File: src/design/cac_pkg.sv
// Shared constants for the cube address generator.
// Field widths, action codes and configuration register indexes.
// No dependencies.
`timescale 1ns / 1ps
`default_nettype none

package cac_pkg;

    // Fixed field widths
    localparam int CNT_IN_W    = 9;
    localparam int UA_W        = 31;
    localparam int OUT_TDATA_W = ((UA_W + 7) / 8) * 8;

    // Action codes carried in the input tuser
    localparam logic ACT_START = 1'b0;
    localparam logic ACT_NEXT  = 1'b1;

    // Configuration register indexes
    localparam int CFG_IDX_W = 3;
    localparam logic [CFG_IDX_W-1:0] CFG_INTERLEAVE = 3'd0;
    localparam logic [CFG_IDX_W-1:0] CFG_UNIT_STEP  = 3'd1;
    localparam logic [CFG_IDX_W-1:0] CFG_SLICE_STEP = 3'd2;
    localparam logic [CFG_IDX_W-1:0] CFG_PLANE_STEP = 3'd3;
    localparam logic [CFG_IDX_W-1:0] CFG_CUBE_STEP  = 3'd4;
    localparam logic [CFG_IDX_W-1:0] CFG_WRAP_STEP  = 3'd5;

    // Parameter defaults
    localparam int DEF_MAX_COUNT = 256;
    localparam int DEF_ADDR_BITS = 22;

endpackage

`default_nettype wire

File: src/design/cac_skip.sv
// Skip rule for level start addresses: add the skip, keep the low address
// bits, add the wrap skip on carry in interleave mode. Uses cac_pkg.
`timescale 1ns / 1ps
`default_nettype none

module cac_skip #(
    parameter int ADDR_BITS = cac_pkg::DEF_ADDR_BITS
) (
    input  wire logic [ADDR_BITS:0]   i_base,
    input  wire logic [ADDR_BITS-1:0] i_step,
    input  wire logic                 i_interleave,
    input  wire logic [ADDR_BITS-1:0] i_wrap,
    output logic      [ADDR_BITS:0]   o_next
);
    import cac_pkg::*;

    logic [ADDR_BITS+1:0] sum;
    logic [ADDR_BITS:0]   wrap_add;

    // Add skip, test the carry bit, fold in the wrap skip
    always_comb begin
        sum      = (ADDR_BITS+2)'(i_base) + (ADDR_BITS+2)'(i_step);
        wrap_add = (i_interleave && sum[ADDR_BITS]) ? (ADDR_BITS+1)'(i_wrap)
                                                    : '0;
        o_next   = (ADDR_BITS+1)'(sum[ADDR_BITS-1:0]) + wrap_add;
    end

endmodule

`default_nettype wire

File: src/design/cube_address_generator.sv
// Top level of the cube address generator: stream in, stream out, config port.
// Uses cac_pkg and cac_skip.
`timescale 1ns / 1ps
`default_nettype none

// A start beat (tuser = 0) loads the base address and the four loop counts
// and gives no result; a start with any count of zero leaves the block idle,
// and a count above MAX_COUNT is clamped to it. Each next beat (tuser = 1)
// while a sequence runs gives one address, with tlast on the final address;
// a next beat while idle is dropped. The loop indices and the three level
// start addresses are updated in the cycle the beat is accepted, so one
// address comes out per cycle while the input is not stalled. Results pass
// through an output register and a one-beat skid register, so the input keeps
// flowing while a result waits; it stalls only when both hold a beat. The user
// must write configuration only with no sequence in flight; not enforced here.
module cube_address_generator #(
    parameter int MAX_COUNT = cac_pkg::DEF_MAX_COUNT,
    parameter int ADDR_BITS = cac_pkg::DEF_ADDR_BITS
) (
    input  wire logic i_clk,
    input  wire logic i_rst_n,

    input  wire logic                            s_axis_tvalid,
    output logic                                 s_axis_tready,
    // start_address, units_per_slice, slices_per_plane, planes_per_cube,
    // cube_total, zero fill
    input  wire logic [((ADDR_BITS + 4*cac_pkg::CNT_IN_W + 7) / 8) * 8 - 1:0]
                                                 s_axis_tdata,
    // action
    input  wire logic                            s_axis_tuser,

    output logic                                 m_axis_tvalid,
    input  wire logic                            m_axis_tready,
    // address, zero fill
    output logic [cac_pkg::OUT_TDATA_W-1:0]      m_axis_tdata,
    output logic                                 m_axis_tlast,

    input  wire logic                            i_cfg_we,
    input  wire logic [cac_pkg::CFG_IDX_W-1:0]   i_cfg_index,
    input  wire logic [ADDR_BITS-1:0]            i_cfg_data
);
    import cac_pkg::*;

    localparam int CNT_MAX = (MAX_COUNT < 511) ? MAX_COUNT : 511;
    localparam int CNT_W   = $clog2(CNT_MAX + 1);
    localparam int B_W     = ADDR_BITS + 1;

    // Configuration registers
    logic                 r_interleave;
    logic [ADDR_BITS-1:0] r_unit_step, r_slice_step, r_plane_step;
    logic [ADDR_BITS-1:0] r_cube_step, r_wrap_step;

    // Sequence state
    logic             r_busy, n_busy;
    logic [CNT_W-1:0] r_ucnt, r_scnt, r_pcnt, r_ccnt;
    logic [CNT_W-1:0] n_ucnt, n_scnt, n_pcnt, n_ccnt;
    logic [CNT_W-1:0] r_uidx, r_sidx, r_pidx, r_cidx;
    logic [CNT_W-1:0] n_uidx, n_sidx, n_pidx, n_cidx;
    logic [UA_W-1:0]  r_cur, n_cur;
    logic [B_W-1:0]   r_slice_base, r_plane_base, r_cube_base;
    logic [B_W-1:0]   n_slice_base, n_plane_base, n_cube_base;

    // Output register and skid register
    logic            r_out_valid, r_skid_valid;
    logic [UA_W-1:0] r_out_addr, r_skid_addr;
    logic            r_out_last, r_skid_last;

    logic             in_fire, is_start, res_valid, res_last, out_free;
    logic             u_end, s_end, p_end, c_end;
    logic [B_W-1:0]   start_base;
    logic [CNT_W-1:0] in_ucnt, in_scnt, in_pcnt, in_ccnt;
    logic [B_W-1:0]   sl_in, pl_in, cb_in;
    logic [B_W-1:0]   sl_next, pl_next, cb_next;

    function automatic logic [CNT_W-1:0] clamp_count(input logic [CNT_IN_W-1:0] c);
        return (c > CNT_IN_W'(CNT_MAX)) ? CNT_W'(CNT_MAX) : CNT_W'(c);
    endfunction

    // Handshake and input unpacking
    assign s_axis_tready = !r_skid_valid;
    assign in_fire       = s_axis_tvalid && s_axis_tready;
    assign is_start      = (s_axis_tuser == ACT_START);
    assign start_base    = B_W'(s_axis_tdata[ADDR_BITS-1:0]);
    assign in_ucnt = clamp_count(s_axis_tdata[ADDR_BITS + 0*CNT_IN_W +: CNT_IN_W]);
    assign in_scnt = clamp_count(s_axis_tdata[ADDR_BITS + 1*CNT_IN_W +: CNT_IN_W]);
    assign in_pcnt = clamp_count(s_axis_tdata[ADDR_BITS + 2*CNT_IN_W +: CNT_IN_W]);
    assign in_ccnt = clamp_count(s_axis_tdata[ADDR_BITS + 3*CNT_IN_W +: CNT_IN_W]);

    // Level end flags
    assign u_end    = (r_uidx == r_ucnt - CNT_W'(1));
    assign s_end    = (r_sidx == r_scnt - CNT_W'(1));
    assign p_end    = (r_pidx == r_pcnt - CNT_W'(1));
    assign c_end    = (r_cidx == r_ccnt - CNT_W'(1));
    assign res_last = u_end && s_end && p_end && c_end;
    assign res_valid = in_fire && (s_axis_tuser == ACT_NEXT) && r_busy;

    // Select the operands of the three shared skip adders
    always_comb begin
        if (is_start) begin
            sl_in = start_base;
        end else if (!s_end) begin
            sl_in = r_slice_base;
        end else if (!p_end) begin
            sl_in = r_plane_base;
        end else begin
            sl_in = r_cube_base;
        end
        pl_in = is_start ? start_base : (p_end ? r_cube_base : r_plane_base);
        cb_in = is_start ? start_base : r_cube_base;
    end

    cac_skip #(.ADDR_BITS(ADDR_BITS)) u_skip_slice (
        .i_base(sl_in), .i_step(r_slice_step), .i_interleave(r_interleave),
        .i_wrap(r_wrap_step), .o_next(sl_next)
    );
    cac_skip #(.ADDR_BITS(ADDR_BITS)) u_skip_plane (
        .i_base(pl_in), .i_step(r_plane_step), .i_interleave(r_interleave),
        .i_wrap(r_wrap_step), .o_next(pl_next)
    );
    cac_skip #(.ADDR_BITS(ADDR_BITS)) u_skip_cube (
        .i_base(cb_in), .i_step(r_cube_step), .i_interleave(r_interleave),
        .i_wrap(r_wrap_step), .o_next(cb_next)
    );

    // Next sequence state
    always_comb begin
        n_busy = r_busy;
        n_ucnt = r_ucnt; n_scnt = r_scnt; n_pcnt = r_pcnt; n_ccnt = r_ccnt;
        n_uidx = r_uidx; n_sidx = r_sidx; n_pidx = r_pidx; n_cidx = r_cidx;
        n_cur  = r_cur;
        n_slice_base = r_slice_base;
        n_plane_base = r_plane_base;
        n_cube_base  = r_cube_base;
        if (in_fire && is_start) begin
            n_ucnt = in_ucnt; n_scnt = in_scnt; n_pcnt = in_pcnt; n_ccnt = in_ccnt;
            n_uidx = '0; n_sidx = '0; n_pidx = '0; n_cidx = '0;
            n_busy = (in_ucnt != '0) && (in_scnt != '0) &&
                     (in_pcnt != '0) && (in_ccnt != '0);
            if (n_busy) begin
                n_cur        = UA_W'(start_base);
                n_slice_base = sl_next;
                n_plane_base = pl_next;
                n_cube_base  = cb_next;
            end
        end else if (res_valid) begin
            if (!u_end) begin
                n_uidx = r_uidx + CNT_W'(1);
                n_cur  = r_cur + UA_W'(r_unit_step);
            end else begin
                n_uidx = '0;
                if (!s_end) begin
                    n_sidx       = r_sidx + CNT_W'(1);
                    n_cur        = UA_W'(r_slice_base);
                    n_slice_base = sl_next;
                end else begin
                    n_sidx = '0;
                    if (!p_end) begin
                        n_pidx       = r_pidx + CNT_W'(1);
                        n_cur        = UA_W'(r_plane_base);
                        n_slice_base = sl_next;
                        n_plane_base = pl_next;
                    end else begin
                        n_pidx = '0;
                        if (!c_end) begin
                            n_cidx       = r_cidx + CNT_W'(1);
                            n_cur        = UA_W'(r_cube_base);
                            n_slice_base = sl_next;
                            n_plane_base = pl_next;
                            n_cube_base  = cb_next;
                        end else begin
                            n_cidx = '0;
                            n_busy = 1'b0;
                        end
                    end
                end
            end
        end
    end

    // Configuration writes; unknown indexes are dropped
    always_ff @(posedge i_clk) begin
        if (!i_rst_n) begin
            r_interleave <= 1'b0;
            r_unit_step  <= '0;
            r_slice_step <= '0;
            r_plane_step <= '0;
            r_cube_step  <= '0;
            r_wrap_step  <= '0;
        end else if (i_cfg_we) begin
            case (i_cfg_index)
                CFG_INTERLEAVE: r_interleave <= i_cfg_data[0];
                CFG_UNIT_STEP:  r_unit_step  <= i_cfg_data;
                CFG_SLICE_STEP: r_slice_step <= i_cfg_data;
                CFG_PLANE_STEP: r_plane_step <= i_cfg_data;
                CFG_CUBE_STEP:  r_cube_step  <= i_cfg_data;
                CFG_WRAP_STEP:  r_wrap_step  <= i_cfg_data;
                default: ;
            endcase
        end
    end

    // Hold sequence state
    always_ff @(posedge i_clk) begin
        if (!i_rst_n) begin
            r_busy <= 1'b0;
            r_ucnt <= '0; r_scnt <= '0; r_pcnt <= '0; r_ccnt <= '0;
            r_uidx <= '0; r_sidx <= '0; r_pidx <= '0; r_cidx <= '0;
        end else begin
            r_busy <= n_busy;
            r_ucnt <= n_ucnt; r_scnt <= n_scnt; r_pcnt <= n_pcnt; r_ccnt <= n_ccnt;
            r_uidx <= n_uidx; r_sidx <= n_sidx; r_pidx <= n_pidx; r_cidx <= n_cidx;
        end
        r_cur        <= n_cur;
        r_slice_base <= n_slice_base;
        r_plane_base <= n_plane_base;
        r_cube_base  <= n_cube_base;
    end

    // Output register with skid stage; the skid beat is always the newer one
    assign out_free = !r_out_valid || m_axis_tready;

    always_ff @(posedge i_clk) begin
        if (!i_rst_n) begin
            r_out_valid  <= 1'b0;
            r_skid_valid <= 1'b0;
        end else if (out_free) begin
            if (r_skid_valid) begin
                r_out_valid  <= 1'b1;
                r_skid_valid <= res_valid;
            end else begin
                r_out_valid  <= res_valid;
            end
        end else if (res_valid) begin
            r_skid_valid <= 1'b1;
        end
    end

    always_ff @(posedge i_clk) begin
        if (out_free) begin
            if (r_skid_valid) begin
                r_out_addr  <= r_skid_addr;
                r_out_last  <= r_skid_last;
                r_skid_addr <= r_cur;
                r_skid_last <= res_last;
            end else begin
                r_out_addr <= r_cur;
                r_out_last <= res_last;
            end
        end else if (res_valid) begin
            r_skid_addr <= r_cur;
            r_skid_last <= res_last;
        end
    end

    assign m_axis_tvalid = r_out_valid;
    assign m_axis_tdata  = OUT_TDATA_W'(r_out_addr);
    assign m_axis_tlast  = r_out_last;

    // A beat in the skid register always has an older beat ahead of it
    a_skid_behind_out: assert property (@(posedge i_clk) disable iff (!i_rst_n)
        r_skid_valid |-> r_out_valid)
        else $error("skid beat held with empty output register");

    // A running sequence has no zero count
    a_busy_counts: assert property (@(posedge i_clk) disable iff (!i_rst_n)
        r_busy |-> (r_ucnt != '0) && (r_scnt != '0) && (r_pcnt != '0) && (r_ccnt != '0))
        else $error("running sequence with a zero count");

    // Loop indices stay below their counts while running
    a_busy_index: assert property (@(posedge i_clk) disable iff (!i_rst_n)
        r_busy |-> (r_uidx < r_ucnt) && (r_sidx < r_scnt) &&
                   (r_pidx < r_pcnt) && (r_cidx < r_ccnt))
        else $error("loop index past its count");

    // The final address of a sequence leaves the block idle
    a_last_ends: assert property (@(posedge i_clk) disable iff (!i_rst_n)
        (res_valid && res_last) |=> !r_busy)
        else $error("sequence still running after its final address");

endmodule

`default_nettype wire
File: config.mk
export PLATFORM = sky130hd
export DESIGN_NAME = cube_address_generator
export DESIGN_NICKNAME = d
export VERILOG_FILES = /design/src/design/cac_pkg.sv /design/src/design/cac_skip.sv /design/src/design/cube_address_generator.sv
export SDC_FILE = /design/constraint.sdc
export NUM_CORES = 1
export LEC_CHECK = 0
export BUFFER_PORTS_ARGS = -buffer_cell sky130_fd_sc_hd__buf_2
export CORE_UTILIZATION = 50
export DETAILED_ROUTE_END_ITERATION = 8
export GPL_ROUTABILITY_DRIVEN = 0
export PLACE_DENSITY = 0.74
export SLEW_MARGIN = 40
export SYNTH_ARGS = -nofsm -noshare
export SYNTH_HDL_FRONTEND = slang
export SYNTH_HIERARCHICAL = 1
export SYNTH_SLANG_ARGS = --single-unit
File: constraint.sdc
create_clock -name i_clk -period 21.1 [get_ports i_clk]
set_input_delay 4.22 -clock i_clk [delete_from_list [all_inputs] [get_ports i_clk]]
set_output_delay 4.22 -clock i_clk [all_outputs]
set_load 0.01 [all_outputs]
Yosys cells after proc, flatten, opt, wreduce, memory -nomap -nowiden
Index checks and enable logic that the tools add are counted.
{ "op_classes": {"order_cmp": 4, "n_eq_ne": 15, "n_reduce_logical": 43, "mux": 62, "bitwise": 2, "add_sub_neg": 15} }
{ "ops": {"columns": ["cell", "n"], "rows": [
  ["$mux W23", 26],
  ["$mux W31", 11],
  ["$mux W9", 8],
  ["$add A22 B23 Y23", 3],
  ["$add A23 B22 Y23", 3],
  ["$mux W22", 3],
  ["$add A9 B1 Y9 const B", 4],
  ["$eq A9 B9 Y1", 4],
  ["$gt A9 B9 Y1 const B", 4],
  ["$reduce_bool A9 Y1", 4],
  ["$sub A9 B1 Y9 const B", 4],
  ["$add A31 B22 Y31", 1],
  ["$reduce_and A2 Y1", 8],
  ["$mux W1", 14],
  ["$logic_and A1 B1 Y1", 13],
  ["$reduce_bool A2 Y1", 6],
  ["$reduce_and A5 Y1", 2],
  ["$reduce_and A4 Y1", 2],
  ["$eq A3 B2 Y1 const B", 2],
  ["$eq A3 B3 Y1 const B", 2],
  ["$reduce_and A3 Y1", 2],
  ["$reduce_and A6 Y1", 1],
  ["$ne A5 B4 Y1 const B", 1],
  ["$ne A2 B1 Y1 const B", 2],
  ["9 further kinds", 11]
]} }
{ "totals": {"input_bits": 95, "ff_bits": 350, "out_inout_bits": 35, "word_cells": 166} }

Longest topological paths before layout
{ "logic_depth": {"word_depth": 15, "ltp_mapped": 35, "mapped_depth_nobuf": 32} }

Modules after synthesis
Netlist, hierarchy kept.
{ "by_module_without_submodules": {"columns": ["module", "cells_per_inst", "seq_area_each_um2", "area_each_um2", "instances"], "rows": [
  ["cube_address_generator", 1728, 8648.3, 16666.0, 1],
  ["cac_skip at u_skip_plane ...", 337, 0.0, 2466.1, 2],
  ["cac_skip at u_skip_cube", 334, 0.0, 2477.4, 1]
]} }

Worst setup path after synthesis
OpenSTA, ideal clock, no wires.
{ "synth_path": {"path_type": "input -> register", "from": "input port s_axis_tuser", "to": "register r_slice_base[22] (data pin)", "arrival_time_ns": 9.263, "path_stages": 27, "n_path_buf": 4, "setup_slack_ns": 11.582, "t_required_ns": 20.845, "setup_time_ns": 0.255, "path_cell_list": "clkbuf_1 > clkbuf_1 > clkbuf_1 > nand2_1 > nand2_1 > ha_1 > inv_1 > fa_1 > nand2b_1 > a211oi_1 > nand3b_1 > nand4_1 > o31ai_1 > o21ai_1 > o2bb2ai_2 > buf_6 > mux2i_1 > ha_1 > fa_1 > a21o_1 > a21oi_1 > o21ai_1 > nand4_1 > a21oi_1 > a211oi_1 > o21ai_1 > a31o_1"} }
{ "synth_via": {"elab_chain_len": 11, "word_cells_on_any_way": 14, "classes_between": "add/sub (2); mux (9); bitwise (1); reduce/logical (2)"} }
{ "synth_lines": {"columns": ["element", "line_no", "rtl"], "rows": [
  ["from (decl)", "cube_address_generator.sv:30", "input wire logic s_axis_tuser,"],
  ["$mux W23 (*)", "cube_address_generator.sv:99", "if (is_start) begin"],
  ["via sl_in[0]", "cube_address_generator.sv:72", "logic [B_W-1:0] sl_in, pl_in, cb_in;"],
  ["$add A23 B22 Y23 (*)", "cac_skip.sv:22", "sum = (ADDR_BITS+2)'(i_base) + (ADDR_BITS+2)'(i_step);"],
  ["$logic_and A1 B1 Y1", "cac_skip.sv:23", "wrap_add = (i_interleave && sum[ADDR_BITS]) ? (ADDR_BITS+1)'(i_wrap)"],
  ["$mux W22", "cac_skip.sv:23", null],
  ["$add A22 B23 Y23 (*)", "cac_skip.sv:25", "o_next = (ADDR_BITS+1)'(sum[ADDR_BITS-1:0]) + wrap_add;"],
  ["$mux W23", "cube_address_generator.sv:164", "if (!c_end) begin"],
  ["$mux W23", "cube_address_generator.sv:157", "if (!p_end) begin"],
  ["$mux W23", "cube_address_generator.sv:151", "if (!s_end) begin"],
  ["$mux W23", "cube_address_generator.sv:146", "if (!u_end) begin"],
  ["$mux W23", "cube_address_generator.sv:145", "end else if (res_valid) begin"],
  ["$mux W23 (*)", "cube_address_generator.sv:134", "if (in_fire && is_start) begin"],
  ["via n_slice_base[22]", "cube_address_generator.sv:61", "logic [B_W-1:0] n_slice_base, n_plane_base, n_cube_base;"],
  ["to (signal assigned)", "cube_address_generator.sv:214", "r_slice_base <= n_slice_base;"],
  ["to (decl)", "cube_address_generator.sv:60", "logic [B_W-1:0] r_slice_base, r_plane_base, r_cube_base;"]
]} }
Mark *: on every way through the listed nets, which the timed path passes. The rest lies on a longest branch. The select of a mux whose other input is x is not followed.
A chain may end at the register's enable or synchronous reset.

Final worst setup path
Same ends and word-level chain as after synthesis.

==> impl_metrics.ini <==
[outcome]
status = finished, final reports clean

[clock_network]
post_cts_resize_count = 0
cts_buffer_depth = 3
path_clk_slew_ps = 70
cts_setup_buffers = 0
cts.sinks = 350
cts_hold_buf = 0
htreeDepth = 2
cts_tree = yes
clkLatencyLatePin_ps = 550
clockRootBuffer = clkbuf_16
cts_made_buffers = 39

[logic_synthesis]
yosys-top-cells-count = nand2_1, a21oi_1, dfxtp_1
seq_area_frac_synth = 0.359
yosysTopAreaCell = edfxtp_1
synthFlopType = dfxtp_1
yosysTopAreaCellShare = 0.205
yosysMostFrequentCell = nand2_1
synth_edf_count = 164
async_flop_share = 0
syn_inst = 2736
synth_area_mm2 = 0.0241
syn_area_per_cell_um2 = 8.80
synth_area_leaders = edfxtp_1, dfxtp_1, ha_1, nand2_1, xnor2_1
yosys_warnings = 6
yosysUniqueCellTypes = 90
ys_ff_latch = 350
syn_nets = 3006

[global_route]
grt_overflow_total = 0
antenna_found_initial = 6
grt_max_degree = 85
track_usage = 0.254
grt_pass1_vias = 19948
grt_pass1_wl_um = 102000

[setup_path]
endpoint_kind = flop
crit_fanout = 36
crit_arrival_ps = 10790
rr_worst_depth = 34
crit_path_start_kind = input pin
setup.worst_path.class = input pin to flop
critPathRequiredTime_ps = 21400

[sta]
fin_crit_sh = 0.497
finalMaxSlewViolations = 0
rsz0062_at_grt = no
maxSlewHeadroom = 0.435
final.setup.worst_slack_ps = 10610
max_freq_ghz = 0.0953
tns_ps = 0
skew_ps = 15.8
hold_viol_final = 0
hold_ws_ps = 467
fin_crit_ps = 10490
tightest_slew_ps = 827
setup_violations = 0

[place]
dp.cells = 3383
place_ws_ps = 9610
portBuffers = 122
dp_hpwl_um = 48100
placed_cell_area_mm2 = 0.0252

[power]
p_leak_nw = 11.2
vdd_drop_max_uv = 44.2
powerDensity_mw_per_mm2 = 62.6
total_power_mw = 1.66

[final_layout]
layout.cells.non_filler = 3457
stdcell_area_mm2 = 0.0265
area_growth_pct = 10.2
fin_nets = 3080
fillers = 4068
drive_above_1_share = 0.108
post-route-util = 0.557

[drt]
postRouteAntennaNets = 0
drc_errors = 0
drtIter0Drc = 1695
totalWireLength_um = 63800
vias = 20679
via_per_inst = 5.98
firstDrtPassIters = 6
routedWlPerCell_um = 18.5

[hold_path]
whs_path_depth = 2
hold_path_class = flop to flop

[job]
drv_cap = 0

[floorplanning]
ios = 130
dieHeight_um = 221
rows = 80
initial_core_util = 0.505
core_mm2 = 0.0476
fp.dieArea_mm2 = 0.0490
die_w_um = 221
## worst paths after layout
check | end | start | slack [ps]
hold / removal | r_plane_step[0] | r_plane_step[0] | 470
setup reg to reg | r_slice_base[22] | r_scnt[0] | 12100
setup / recovery | r_slice_base[22] | s_axis_tuser | 10610
hold reg to reg | r_plane_step[0] | r_plane_step[0] | 470
## registers in the layout, summed over array words and instances (netlist names), 9 cells and up
name,flops
r_cur,31
r_out_addr,31
r_skid_addr,31
r_cube_base,23
r_plane_base,23
r_slice_base,23
r_cube_step,22
r_plane_step,22
r_slice_step,22
r_unit_step,22
r_wrap_step,22
r_ccnt,9
r_cidx,9
r_pcnt,9
r_pidx,9
r_scnt,9
r_sidx,9
r_ucnt,9
r_uidx,9
## final cells by class
type,count,area (um^2),area share
multi-input combinational,2220,14800,0.558
sequential,350,8650,0.326
clock buffer,50,1100,0.0415
timing repair buffer,149,843,0.0318
tap,615,769,0.0290
inverter,50,189,0.00712
clock inverter,20,165,0.00623
antenna,3,7.51,0.000283
## where the power goes
part / switching [mW] / internal, mW
logic: 0.137 / 0.0903
registers: 0.0144 / 0.735
clock network: 0.290 / 0.395
total: 0.441 / 1.22
## layout by cell type (no fill, tap or decap), types with 7 or more instances in the layout
master     count
a2111oi_0     10
a211o_1        7
a211oi_1      18
a21boi_0     125
a21o_1        66
a21oi_1      190
a221o_1       18
a31o_2         7
a31oi_1       12
and2_1        18
and3_1        22
buf_2        121
buf_4         25
clkbuf_16     42
clkinv_2       7
dfxtp_1      186
edfxtp_1     164
fa_1           7
ha_1         168
inv_1         49
mux2_2        43
mux2i_1       93
nand2_1      543
nand2b_1      26
nand3_1       41
nand4_1       32
nor2_1       144
nor2b_1       52
nor3_1        45
nor3b_1       36
nor4_1        15
o211ai_1       7
o21a_1        27
o21ai_0       85
o21ai_1       16
o21bai_1      17
o31ai_1       10
or3_1          8
xnor2_1      113
xor2_1        81
## routing by layer
layer	up-vias	global-route usage	share of wire
met2	768	0.423	0.46
met3	133	0.0446	0.082
met5	-	0	0.00060
li1	9949	-	-
met4	6	0.0815	0.028
met1	9823	0.335	0.43
## logic make-up after synthesis
kind of cell               Yosys count  synth area share
and+or+nand+nor                   1033             0.197
AOI/OAI and AO/OA                  680             0.192
DFF                                350             0.359
xor gates and xnor gates           195            0.0715
adders and majority gates          175            0.0931
buffers and inverters              166            0.0281
muxes                              136            0.0588
other                                1          0.000156
## critical path, cell delays in order
cell and delay [ps]:
buf_2 80, buf_4 260, clkinv_2 520, o21ai_0 460, inv_1 110, fa_1 470, nand2b_1 200, a211oi_1 360
nand3b_1 180, nand4_1 210, o31ai_1 450, o21ai_1 130, o2bb2ai_2 140, buf_4 240, mux2i_1 170, ha_1 230
fa_1 400, a21o_1 170, a21oi_1 290, o21ai_1 140, nand4_1 180, a21oi_1 100, a211oi_1 530, o21ai_1 230
a31o_1 260
Note: power is estimated with default switching activity, not from simulation.
